### src/sv/tcce_pkg.sv
// ----------------------------------------------------------------------------
// tcce_pkg
// Shared types and fixed constants of the text console cursor engine:
// field widths, action and character codes, the classified command word.
// ----------------------------------------------------------------------------
`default_nettype none

package tcce_pkg;

    // field widths of the transfer payload
    localparam int ACTION_W    = 2;
    localparam int CHAR_W      = 8;
    localparam int ATTR_W      = 8;
    localparam int COLUMN_W    = 7;
    localparam int ROW_FIELD_W = 5;
    localparam int LINEAR_W    = 11;
    localparam int CELL_W      = 16;

    // configuration port
    localparam int                PADDR_W        = 2;
    localparam int                PDATA_W        = 32;
    localparam logic [PADDR_W-1:0] ADDR_TEXT_ATTR = 2'd0;

    // action codes
    localparam logic [ACTION_W-1:0] ACT_PUT_CHAR = 2'd0;
    localparam logic [ACTION_W-1:0] ACT_CLEAR    = 2'd1;
    localparam logic [ACTION_W-1:0] ACT_SET_CUR  = 2'd2;
    localparam logic [ACTION_W-1:0] ACT_READ     = 2'd3;

    // character codes with special handling
    localparam logic [CHAR_W-1:0] CH_BACKSPACE = 8'd8;
    localparam logic [CHAR_W-1:0] CH_TAB       = 8'd9;
    localparam logic [CHAR_W-1:0] CH_NEWLINE   = 8'd10;
    localparam logic [CHAR_W-1:0] CH_BLANK     = 8'h20;

    localparam logic [ATTR_W-1:0] RESET_ATTR = 8'h0A;
    localparam int                TAB_STEP   = 8;

    // depth of the command queue between front and back
    localparam int QUEUE_DEPTH = 2;

    // classified command
    typedef enum logic [2:0] {
        K_NEWLINE,
        K_BACKSPACE,
        K_TAB,
        K_GLYPH,
        K_CLEAR,
        K_SET_CUR,
        K_READ
    } t_kind;

    typedef struct packed {
        t_kind                  kind;
        logic [CHAR_W-1:0]      ch;
        logic [ATTR_W-1:0]      fill;
        logic [COLUMN_W-1:0]    col;
        logic [ROW_FIELD_W-1:0] row;
    } t_cmd;

endpackage

`default_nettype wire

### src/sv/tcce_front.sv
// ----------------------------------------------------------------------------
// tcce_front
// Input side: takes transfers, clamps the target position, classifies the
// action and queues the command for the back end.
// ----------------------------------------------------------------------------
`default_nettype none

module tcce_front
    import tcce_pkg::*;
#(
    parameter int COLS = 80,
    parameter int ROWS = 25
) (
    input  wire logic                   i_clk,
    input  wire logic                   i_rst_n,
    input  wire logic                   i_hold,
    input  wire logic                   i_in_valid,
    output logic                        o_in_stall,
    input  wire logic [ACTION_W-1:0]    i_action,
    input  wire logic [CHAR_W-1:0]      i_char_code,
    input  wire logic [ATTR_W-1:0]      i_fill_color,
    input  wire logic [COLUMN_W-1:0]    i_column,
    input  wire logic [ROW_FIELD_W-1:0] i_row,
    output t_cmd                        o_cmd,
    output logic                        o_cmd_valid,
    input  wire logic                   i_cmd_pop
);

    localparam int QPTR_W = $clog2(QUEUE_DEPTH);
    localparam int QCNT_W = $clog2(QUEUE_DEPTH + 1);

    t_cmd              w_cmd;
    t_cmd              r_q [QUEUE_DEPTH];
    logic [QPTR_W-1:0] r_wr_ptr;
    logic [QPTR_W-1:0] r_rd_ptr;
    logic [QCNT_W-1:0] r_count;
    logic              w_push;

    // clamp position and classify action
    always_comb begin
        w_cmd.ch   = i_char_code;
        w_cmd.fill = i_fill_color;
        if (32'(i_column) > COLS - 1) begin
            w_cmd.col = COLUMN_W'(COLS - 1);
        end else begin
            w_cmd.col = i_column;
        end
        if (32'(i_row) > ROWS - 1) begin
            w_cmd.row = ROW_FIELD_W'(ROWS - 1);
        end else begin
            w_cmd.row = i_row;
        end
        unique case (i_action)
            ACT_PUT_CHAR: begin
                if (i_char_code == CH_NEWLINE) begin
                    w_cmd.kind = K_NEWLINE;
                end else if (i_char_code == CH_BACKSPACE) begin
                    w_cmd.kind = K_BACKSPACE;
                end else if (i_char_code == CH_TAB) begin
                    w_cmd.kind = K_TAB;
                end else begin
                    w_cmd.kind = K_GLYPH;
                end
            end
            ACT_CLEAR:   w_cmd.kind = K_CLEAR;
            ACT_SET_CUR: w_cmd.kind = K_SET_CUR;
            default:     w_cmd.kind = K_READ;
        endcase
    end

    // queue control
    assign o_in_stall  = (r_count == QCNT_W'(QUEUE_DEPTH)) || i_hold;
    assign w_push      = i_in_valid && !o_in_stall;
    assign o_cmd_valid = (r_count != '0);
    assign o_cmd       = r_q[r_rd_ptr];

    always_ff @(posedge i_clk) begin
        if (!i_rst_n) begin
            r_wr_ptr <= '0;
            r_rd_ptr <= '0;
            r_count  <= '0;
        end else begin
            if (w_push) begin
                r_wr_ptr <= r_wr_ptr + 1'b1;
            end
            if (i_cmd_pop) begin
                r_rd_ptr <= r_rd_ptr + 1'b1;
            end
            if (w_push && !i_cmd_pop) begin
                r_count <= r_count + 1'b1;
            end else if (!w_push && i_cmd_pop) begin
                r_count <= r_count - 1'b1;
            end
        end
    end

    // queue storage
    always_ff @(posedge i_clk) begin
        if (w_push) begin
            r_q[r_wr_ptr] <= w_cmd;
        end
    end

endmodule

`default_nettype wire

### config.mk
export PLATFORM = sky130hd
export DESIGN_NAME = tcce_front
export DESIGN_NICKNAME = d
export VERILOG_FILES = /design/src/sv/tcce_pkg.sv /design/src/sv/tcce_front.sv
export SDC_FILE = /design/constraint.sdc
export NUM_CORES = 1
export LEC_CHECK = 0
export BUFFER_PORTS_ARGS = -buffer_cell sky130_fd_sc_hd__buf_2
export CORE_UTILIZATION = 41
export DETAILED_ROUTE_END_ITERATION = 16
export GPL_ROUTABILITY_DRIVEN = 0
export HOLD_SLACK_MARGIN = 0.03
export REMOVE_ABC_BUFFERS = 1
export SLEW_MARGIN = 20
export SYNTH_ARGS = -nofsm -noshare
export SYNTH_HDL_FRONTEND = slang
export SYNTH_SLANG_ARGS = --single-unit
### constraint.sdc
create_clock -name i_clk -period 5.61 [get_ports i_clk]
set_clock_uncertainty 0.05 [all_clocks]
set_input_delay 1.122 -clock i_clk [delete_from_list [all_inputs] [get_ports i_clk]]
set_output_delay 1.122 -clock i_clk [all_outputs]
set_load 0.1 [all_outputs]
Word level (Yosys, flattened, before mapping)

Memories as Yosys holds them, arrays and structs flattened. A register that Yosys moved wholly into a read port is not among the register bits.
Cells that the tools add are included.
Widths: inputs -> output; s select.

Bits in registers: 4
Memory bits (writable): 62
Input port bits: 35
Memories: 1

Memories:

| memory | words | width | read ports | clocked after Yosys merged registers in | write ports | RTL line         | source |
|---|---|---|---|---|---|---|---|
| r_q    | 2     | 31    | 1          | 1                                       | 1           | tcce_front.sv:33 | `t_cmd r_q [QUEUE_DEPTH];` |

Add/sub/neg operators: 4
Order comparisons: 2
Equality and inequality tests: 6
Muxes and demuxes: 12
Reductions and logical operators: 10

Operators by type and width:

| cell                | number |
|---|---|
| $eq 8x4->1 const B  | 3 |
| $pmux 3 s3          | 1 |
| $mux 2              | 4 |
| $gt 7x7->1 const B  | 1 |
| $mux 7              | 1 |
| $gt 5x5->1 const B  | 1 |
| $mux 1              | 5 |
| $mux 5              | 1 |
| $eq 2x2->1 const B  | 2 |
| $reduce_bool 2->1   | 2 |
| $logic_and 1x1->1   | 3 |
| $logic_not 1->1     | 3 |
| $add 1x1->1 const B | 2 |
| $add 2x1->2 const B | 1 |
| $eq 2x1->1 const B  | 1 |
| $logic_not 2->1     | 1 |
| $sub 2x1->2 const B | 1 |
| $logic_or 1x1->1    | 1 |

Depth between registers and ports, before layout

Gate-level depths: netlist (run 1).

Word-level depth: 8
Gate-level depth with buffers: 6
Depth with buffers taken out: 6

Worst setup path after synthesis (run 1)

No wires, ideal clock.

Path type: input port to flip-flop
From: input port i_hold
To: memory r_q[0][0] (netlist bit) (enable)
Arrival time: 2.837 ns
Slack: 2.300 ns
Cell stages on the path: 2
Path buffers: 0
Cell sequence: nor3b_2 nor2b_1

Longest elaborated chain between the ends: 5

Ends and longest elaborated chain:

| item                         | RTL line          | source |
|---|---|---|
| start, declared              | tcce_front.sv:16  | `input wire logic i_hold,` |
| $logic_or 1x1->1             | tcce_front.sv:72  | `assign o_in_stall = (r_count == QCNT_W'(QUEUE_DEPTH)) \|\| i_hold;` |
| $logic_not 1->1              | tcce_front.sv:73  | `assign w_push = i_in_valid && !o_in_stall;` |
| $logic_and 1x1->1            | tcce_front.sv:73  |  |
| $mux 1                       | tcce_front.sv:99  | `if (w_push) begin` |
| $mux 1 (implied by the code) | tcce_front.sv:100 | `r_q[r_wr_ptr] <= w_cmd;` |
| end, declared                | tcce_front.sv:33  |  |

Every way passes these cells.

Final worst setup path (run 1)

From: input port i_hold
To: output port o_in_stall

Longest elaborated chain between the ends: 1

Ends and longest elaborated chain:

| item             | RTL line         | source |
|---|---|---|
| $logic_or 1x1->1 | tcce_front.sv:72 |  |
| end, declared    | tcce_front.sv:18 | `output logic o_in_stall,` |

Every way passes these cells.

==> summary by stage, run 1 <==
Global route
Entering global routing, the biggest net connects 32 pins. The layer flagged by global routing as most heavily used is met2. For met3 alone, demand over resource in global routing was 4.73%. For met2 alone, demand over resource in global routing was 23.9%.

The number of antenna violations at the first check in global routing was 0. The number of global-route vias before repair is ~1500. The sum of overflow across all layers after global routing is 0. The routing usage on met1 is 14.5%. The first-pass GRT wire length is ~6.5 mm. The combined global-route utilization of all metal layers is 13.8%.

Floorplan
The area enclosed by the die boundary is 6770 um^2. The top-level I/O count is 68. For this configuration, the core starts out at a cell density of 43.6%. The core footprint is 6060 um^2. The floorplan row count is 28. From bottom edge to top edge, the die measures 82.3 um. The floorplan die width is 82.3 um.

Critical path
Data on the critical path arrives at its endpoint at 1.80 ns. The cell repeated most along the worst path is sky130_fd_sc_hd__buf_2. STA puts the critical path data required time at 4.44 ns. The worst setup path category is in -> out. The endpoint class of the critical path is a primary output. The signal on the critical path passes through buf_2 > or2_2 > buf_2.

The slowest stage of the critical path is the sky130_fd_sc_hd__buf_2 cell. The delay contributed by the slowest stage of the critical path is 0.29 ns. The element type at the critical path start is an input port. The cell family contributing the most delay on the critical path is buffers and inverters. The critical path contains buffers and inverters numbering 2 combined. Along the worst path, the maximum fanout reaches 2.

Detailed routing
After detailed routing, the number of remaining DRC violations is 0. The routed wire length is ~4.5 mm. The total number of vias is roughly 1400. The routed wirelength normalized by instance count is 14.9 um. Dividing the detail-routed via count by the number of cells gives 4.73. The post-detailed-route count of antenna-violating nets is 0.

The detailed-router iteration count before antenna repair is 4. After the first detailed-routing iteration, the DRC count stood at 78.

CTS
TritonCTS built the clock tree. The root buffer selected by CTS is sky130_fd_sc_hd__clkbuf_8. Clock tree synthesis found a total of between 60 and 70 sinks. The later-pin clock latency in the skew report is about 0.33 ns. Buffers added to address setup during post-CTS repair amount to 0. The worst-case clock buffer depth is 2. After clock tree synthesis, the repair step resized 0 gates.

The clock slew at the register clock pins of the worst setup and hold paths is 0.06 ns. The number of CTS-inserted buffers is 9. The hold buffer count at CTS is 0. The count of H-tree levels built during CTS is 3.

Final layout
After routing the design area is 3300 um^2. The final layout contains about 260 nets. The layout cell share with drive strength beyond 1 is 52.2%. 0 antenna diodes ended up in the layout. The area growth from synthesis to layout is 24.9%.

Synth
The distinct cell type count after synthesis is 22. The most frequently used cell type in the post-synthesis netlist is sky130_fd_sc_hd__edfxtp_1. The proportion of synthesized flip-flops having asynchronous set or reset is 0%. Counting flops with a built-in enable in the synthesized netlist gives 62.

Summed over all instances, the cell type with the most area after synthesis is sky130_fd_sc_hd__edfxtp_1. In the synthesized netlist, the cells that appear most often are sky130_fd_sc_hd__edfxtp_1 (62), sky130_fd_sc_hd__mux2_2 (31), sky130_fd_sc_hd__and2_1 (7). The Yosys warning count is 0. Yosys attributes the largest share of cell area to sky130_fd_sc_hd__edfxtp_1 (70%), sky130_fd_sc_hd__mux2_2 (13%), sky130_fd_sc_hd__dfxtp_1 (3.8%). The average instance in the mapped netlist occupies 17.7 um^2. Counting flops and latches in the post-synthesis netlist gives 67.

The synthesized netlist devotes 1.33% of its cell area to XOR and XNOR gates. The synthesized design devotes to its leading area cell type between 70% and 80% of total area. The part of the Yosys area used for sequential elements is 74.2%. Synthesis produced approximately 150 cells. The simple-gate portion of the synthesized area is between 6 and 7%.

The synthesized netlist devotes 1.42% of its cell area to adder and majority cells. The dominant combinational cell family by area after synthesis is multiplexers. The compound-gate portion of the synthesized area is 1.33%. The post-synthesis mux area share is between 10% and 20%. Among all flip-flop cells after synthesis, the most frequent one is sky130_fd_sc_hd__edfxtp_1. The post-synthesis instance area is 2640 um^2.

Placed design
The quantity of I/O buffers inserted on ports is 67. The post-detailed-placement half-perimeter wirelength is 3.02 mm. At the placement stage, the worst setup path has a slack of 2.63 ns.

After detailed placement, the total cell area comes to 3070 um^2.

Power
The leakage power total is 0.00126 uW. The cell area power density is 410 nW/um^2. The maximum ir drop on the vdd rail is 0.000187 V.

Worst hold path
The classification of the worst-slack hold path is reg -> reg.

Timing
After layout, the worst setup slack is approximately 2.6 ns. The count of pins over their slew limit is 0. The final hold violation count was 0.

Setup repair after global routing left no endpoint under its margin. The post-route setup TNS is 0 ns. Of the available clock period, the critical path in the final layout requires roughly 53%. Headroom to the max-slew limit came out at between 40% and 50%. Based on the critical path, the design can be clocked at up to 0.336 GHz. The time the final worst path needs with I/O delays and setup is around 3 ns.

Setup violations remaining at the end of the flow were counted as 0. At the pin with the least slew margin, the transition time is 0.870 ns.

Run status
The flow ran to the end, and the final reports show no timing, DRC or antenna violations.

Job
Across the run, the number of max-cap violations was 0.
-- layout by cell type, fill, tap and decap left out --
master,instances
sky130_fd_sc_hd__xor2_1,3
sky130_fd_sc_hd__nor3_2,1
sky130_fd_sc_hd__a31oi_1,2
sky130_fd_sc_hd__dfxtp_1,5
sky130_fd_sc_hd__nor3b_2,1
sky130_fd_sc_hd__or3_1,1
sky130_fd_sc_hd__clkinv_1,1
sky130_fd_sc_hd__nor2b_1,4
sky130_fd_sc_hd__and2_1,7
sky130_fd_sc_hd__nor2b_4,1
sky130_fd_sc_hd__inv_1,5
sky130_fd_sc_hd__or4b_1,1
sky130_fd_sc_hd__mux2i_1,1
sky130_fd_sc_hd__xnor2_1,1
sky130_fd_sc_hd__buf_2,67
sky130_fd_sc_hd__or2_2,2
sky130_fd_sc_hd__clkbuf_8,9
sky130_fd_sc_hd__nand2_1,3
sky130_fd_sc_hd__buf_4,2
sky130_fd_sc_hd__nand2b_1,5
sky130_fd_sc_hd__clkinv_2,2
sky130_fd_sc_hd__o21ai_0,3
sky130_fd_sc_hd__mux2_2,31
sky130_fd_sc_hd__edfxtp_1,62
sky130_fd_sc_hd__clkbuf_1,1
sky130_fd_sc_hd__bufinv_16,3
sky130_fd_sc_hd__ha_1,3
sky130_fd_sc_hd__a21boi_0,1
-- through the flow --
step / std cells / utilization, % / total power [uW] / hold slack, ns
detailed placement: 287 / 50.6 / 901 / 0.474
CTS: 303 / 54.4 / 1360 / 0.482
floorplan: 143 / - / 847 / 0.401
global route: 303 / 54.4 / 1390 / 0.500
finish: 303 / 54.4 / 1350 / 0.474
global placement: 287 / 50.6 / 895 / 0.435
-- worst paths after layout --
path / start / end / slack [ns] / cells past startpoint
worst max-delay path: i_hold / o_in_stall / 2.63 / 3
worst min-delay path: r_wr_ptr$_SDFFE_PN0N_ / r_wr_ptr$_SDFFE_PN0N_ / 0.47 / 2
worst max register to register: r_count[0]$_SDFFE_PN0P_ / r_q[0][5]$_DFFE_PP_ / 3.60 / 3
worst min register to register: r_wr_ptr$_SDFFE_PN0N_ / r_wr_ptr$_SDFFE_PN0N_ / 0.47 / 2
-- layout make-up --
class | count | area (um^2)
fillers | 504 | 2760
flip-flops and latches | 67 | 1960
multi-input cells | 71 | 643
repair buffers | 69 | 350
clock buffers | 10 | 128
clock inverters | 6 | 104
well taps | 75 | 93.8
inverters | 5 | 18.8
-- worst reg2reg max path: stages (launching register included) --
cell and delay, ns:
sky130_fd_sc_hd__dfxtp_1 0.40, sky130_fd_sc_hd__nor2b_1 0.09, sky130_fd_sc_hd__nor3b_2 0.30, sky130_fd_sc_hd__nor2b_4 0.79
-- state kept, by name, summed over array words and instances, names as in the netlist, named ones only --
name      count
r_rd_ptr      1
r_count       2
r_q          62
r_wr_ptr      1
-- per-layer routing --
metal / vias to the layer above / part of all wire, %
met3: 11 / 6.9
li1: 701 / -
met4: 0 / 2.0
met1: 675 / 40
met2: 45 / 51
met5: - / 0
-- logic make-up (layout without fill, tap and decap cells) --
group / Yosys count / after routing
AO/OA/AOI/OAI: 6 / 6
buffers and inverters: 11 / 90
multiplexers: 32 / 32
adder cells (fa/ha/maj): 3 / 3
XOR/XNOR: 4 / 4
AND/OR/NAND/NOR: 26 / 26
flip-flops: 67 / 67
-- power breakdown --
group / switching [uW] / total, uW / internal (uW)
clock network: 171 / 464 / 292
logic: 241 / 304 / 63.3
registers: 8.30 / 584 / 576
No activity file was read; power rests on OpenSTA's default activity.
==> run 2: changes to the inputs <==
--- a/config.mk
+++ b/config.mk
@@ -5,6 +5,7 @@
 export SDC_FILE = /design/constraint.sdc
 export NUM_CORES = 1
 export LEC_CHECK = 0
+export ABC_AREA = 1
 export BUFFER_PORTS_ARGS = -buffer_cell sky130_fd_sc_hd__buf_2
 export CORE_UTILIZATION = 41
 export DETAILED_ROUTE_END_ITERATION = 16
==> constraint.sdc (replaced) <==
create_clock -name i_clk -period 2.9 [get_ports i_clk]
set_clock_uncertainty 0.05 [all_clocks]
set_input_delay 0.58 -clock i_clk [delete_from_list [all_inputs] [get_ports i_clk]]
set_output_delay 0.58 -clock i_clk [all_outputs]
set_load 0.1 [all_outputs]
==> run 2 against run 1 <==
  * Clock power up 110%
  * Synthesized cell count up 28%
  * Wire length up 1.5%
  * Synthesized area up 3.0%
  * Sequential share of layout area down 9.0 points
  * Utilization up 6.4 points
  * Cell count up 15%
  * Global-route usage up 0.71 points
  * Largest power group unchanged
==> summary by stage, run 2 <==
Synth
The distinct cell type count after synthesis is 15 (-32%). The leading register cell type out of synthesis is sky130_fd_sc_hd__edfxtp_1. Counting instances in the post-synthesis netlist gives the leading cell types as sky130_fd_sc_hd__edfxtp_1 (62), sky130_fd_sc_hd__mux2_2 (31), sky130_fd_sc_hd__inv_1 (28), sky130_fd_sc_hd__nand2_1 (28), sky130_fd_sc_hd__nor2_1 (17). Ranked by total cell area, the synthesized netlist is headed by sky130_fd_sc_hd__edfxtp_1 (68%), sky130_fd_sc_hd__mux2_2 (13%), sky130_fd_sc_hd__inv_1 (3.9%). The post-synthesis mux area share was 12.8% (-0.77 points).

The xor-xnor portion of the synthesized cell area is 0% (-1.3 points). The cell count after synthesis was 190 (+28%). The simple-gate portion of the synthesized area was 7.26% (+0.87 points).

sky130_fd_sc_hd__edfxtp_1 takes more of the synthesized area than any other cell. The mean post-synth cell area is 14.3 um^2 (-19%). The dominant combinational cell family by area after synthesis is multiplexers. The number of enable-type register cells in the synthesized netlist is 62 (unchanged). The area share of the leading cell type in the synthesized netlist came to 68.4% (-2.1 points).

The post-synthesis share of cell area spent on full adders, half adders and majority gates is 1.38% (-0.042 points). The compound-gate portion of the synthesized area is 0.965% (-0.36 points). The part of the Yosys area used for sequential elements was 72.1% (-2.2 points). The post-synthesis sequential element count is 67 (unchanged). The proportion of synthesized flip-flops having asynchronous set or reset was 0% (unchanged). The Yosys warning count came to 0 (unchanged). The most frequently used cell type in the post-synthesis netlist is sky130_fd_sc_hd__edfxtp_1.

The post-synthesis instance area is 2720 um^2 (+3.0%).

Timing
The tightest slew margin relative to the limit is 63.3% (+21 points). The final setup violation count is 0 (unchanged). The count of pins over their slew limit is 0 (unchanged). The post-layout worst setup margin is 0.779 ns (-1.85 ns). Derived from the worst setup path, the maximum achievable clock frequency is 0.471 GHz. The post-route setup TNS was 0 ns (unchanged). The fraction of the cycle the final worst path needs is 73.1%. The worst hold slack after final layout was 0.392 ns (-0.0819 ns).

The slew of the pin with the lowest slew margin is 0.545 ns (-0.325 ns). The final hold violation count was 0 (unchanged). The time the final worst path needs with I/O delays and setup is 2.12 ns.

Setup repair after global routing left no endpoint under its margin.

Detailed routing
The top metal layer carrying routed signals is met4. The number of remaining DRC errors is 0 (unchanged). The total number of vias was 1606 (+12%). The total length of routed met3 wires came to 227 um (-27%). The total routed wire length on the met1 layer is 1.96 mm (+7.0%). The vias per cell is 4.61 (-2.4%). The post-detailed-route count of antenna-violating nets is 0 (unchanged). The detailed-router iteration count before antenna repair is 4 (unchanged). The violation count after the first detailed-routing iteration was 44 (-44%). The routed wirelength normalized by instance count was 13.2 um (-12%). The met2 routed wirelength came to 2.37 mm (+3.2%).

The routed wire length is 4.59 mm (+1.5%).

Placed design
The post-detailed-placement half-perimeter wirelength is 3.22 mm (+6.6%). The number of placed cells counting well taps is 332 (+16%). The pre-CTS setup slack came to 0.740 ns (-1.89 ns). The quantity of I/O buffers inserted on ports came to 67 (unchanged).

Floorplan
The y dimension of the die came to 83.5 um (+1.5%). The floorplan row count is 29 (+3.6%). The area enclosed by the die boundary came to 6970 um^2 (+3.0%). The starting utilization of the core area is 42.6% (-0.97 points). The top-level I/O count is 68 (unchanged). The core footprint is 6390 um^2 (+5.4%). The floorplan die width is 83.5 um (+1.5%).

Power
The leakage power total is 0.00158 uW (+25%). The cell area power density is 697 nW/um^2 (+70%). The sum of internal, switching and leakage power is 2710 uW (+100%). The maximum ir drop on the vdd rail is 0.000399 V (+110%).

Final layout
The layout cell share with drive strength beyond 1 is 43.5% (-8.7 points). The total inserted antenna cells is 0 (unchanged). The final non-filler cell total is 348 (+15%).

The flip-flop count of the largest register, all copies and words added is 62 (unchanged). The library cells used most frequently in the layout, excluding fill and tap cells, are sky130_fd_sc_hd__edfxtp_1 (62), sky130_fd_sc_hd__buf_2 (36), sky130_fd_sc_hd__buf_12 (32). The largest registers in the layout are r_q (62), r_count (2). The library cell used most frequently in the layout, excluding fill and tap cells, is sky130_fd_sc_hd__edfxtp_1. The register with the highest flop count is r_q. From synthesis to final layout, the design area changed by 42.8%. The number of nets in the layout is 304 (+16%).

Critical path
The delay contributed by the slowest stage of the critical path came to 0.41 ns (+0.12 ns). The cell with the biggest individual delay on the critical path is sky130_fd_sc_hd__mux2_2. The endpoint class of the critical path is a primary output. Walking the worst path, the cells encountered are buf_4 > mux2_2 > buf_12. The data required time of the worst path is 2.27 ns (-2.17 ns). The arrival time at the worst endpoint is 1.49 ns (-0.31 ns). The worst setup path is launched from a flip-flop. The critical path in this run is classified as reg -> out. The top cell family by delay on the critical path is buffers and inverters. The biggest fanout along the worst timing path was 15 (+13). The total buffers and inverters traversed by the critical path is 2 (unchanged).

Job
The max capacitance violation total was 0 (unchanged).

CTS
The number of clock sinks seen by CTS was 67 (unchanged). The number of setup buffers added after CTS is 0 (unchanged). The root buffer selected by CTS is sky130_fd_sc_hd__clkbuf_8. The clock slew at the register clock pins of the worst setup and hold paths is 0.07 ns (about the same). The worst-case clock buffer depth is 2 (unchanged).

The hold buffer count at CTS is 0 (unchanged). The later-pin clock latency in the skew report is 0.32 ns (about the same). The post-cts resize count came to 0 (unchanged).

The number of CTS-inserted buffers is 9 (unchanged). The count of H-tree levels built during CTS is 3 (unchanged). The TritonCTS clock tree is done.

Global route
The number of antenna violations at the first check in global routing was 0 (unchanged). The combined global-route utilization of all metal layers came to 14.6% (+0.71 points). The sum of overflow across all layers after global routing is 0 (unchanged).

The first-pass GRT wire length is 7.60 mm (+17%). The number of global-route vias before repair was 1665 (+14%). The maximum number of pins on one net before global-route repair was 20 (-38%).

Run status
The run finished with clean final reports.

Worst hold path
The path class of the tightest hold or removal check is in -> reg.
[run 2: cell count changes in the layout (fill, tap and decap cells not counted), sizes merged, moves of 2 or more]
cell	previous run	this run
nand2b	5	0
inv	5	28
nand2	3	28
and2	7	0
buf	69	71
xor2	3	0
nor2	0	17
nand3	0	3
nor2b	5	0
[run 2: cell type report]
cell class	instances	area [um^2]
clock inverters	6	128
fillers	489	2500
flip-flops and latches	67	1960
inverters	28	105
clock buffers	10	128
multi-input cells	89	626
repair buffers	71	843
well taps	77	96.3
[run 2: cells by family (layout without fill, tap and decap cells)]
logic type,Yosys count,count (layout)
DFF,67,67
AOI/OAI and AO/OA,5,5
and+or+nand+nor,50,50
buffers and inverters,34,115
muxes,31,31
adders and majority gates,3,3
[run 2: path summary, 6_finish.rpt]
check,start,end,slack [ns],depth (start not counted)
worst max-delay path,flip-flop,o_cmd[24],0.78,3
worst max register to register,r_count[0]$_SDFFE_PN0P_,r_q[0][3]$_DFFE_PP_,1.02,5
worst min-delay path,i_fill_color[2],r_q[0][14]$_DFFE_PP_,0.39,1
worst min register to register,r_rd_ptr$_SDFFE_PN0P_,r_rd_ptr$_SDFFE_PN0P_,0.46,2
[run 2: per-layer routing]
metal	up-vias	GRT usage [%]
met3	4	5.84
met2	44	24.2
met1	759	17.1
met5	-	0
met4	0	5.24
li1	799	-
[run 2: power breakdown]
group          total (uW)  internal (uW)  switching (uW)
Combinational         625            210             414
Clock                 970            653             317
Sequential           1120           1100            11.0
[run 2: metrics by stage]
| stage | utilization (%) | cell area, um^2 |
|---|---|---|
| final | 60.9 | 3890 |
| after global routing | 60.9 | 3890 |
| after CTS | 60.9 | 3890 |
| after detailed placement | 56.9 | 3630 |
| after global placement | 56.9 | 3630 |
| after floorplan | - | 2680 |
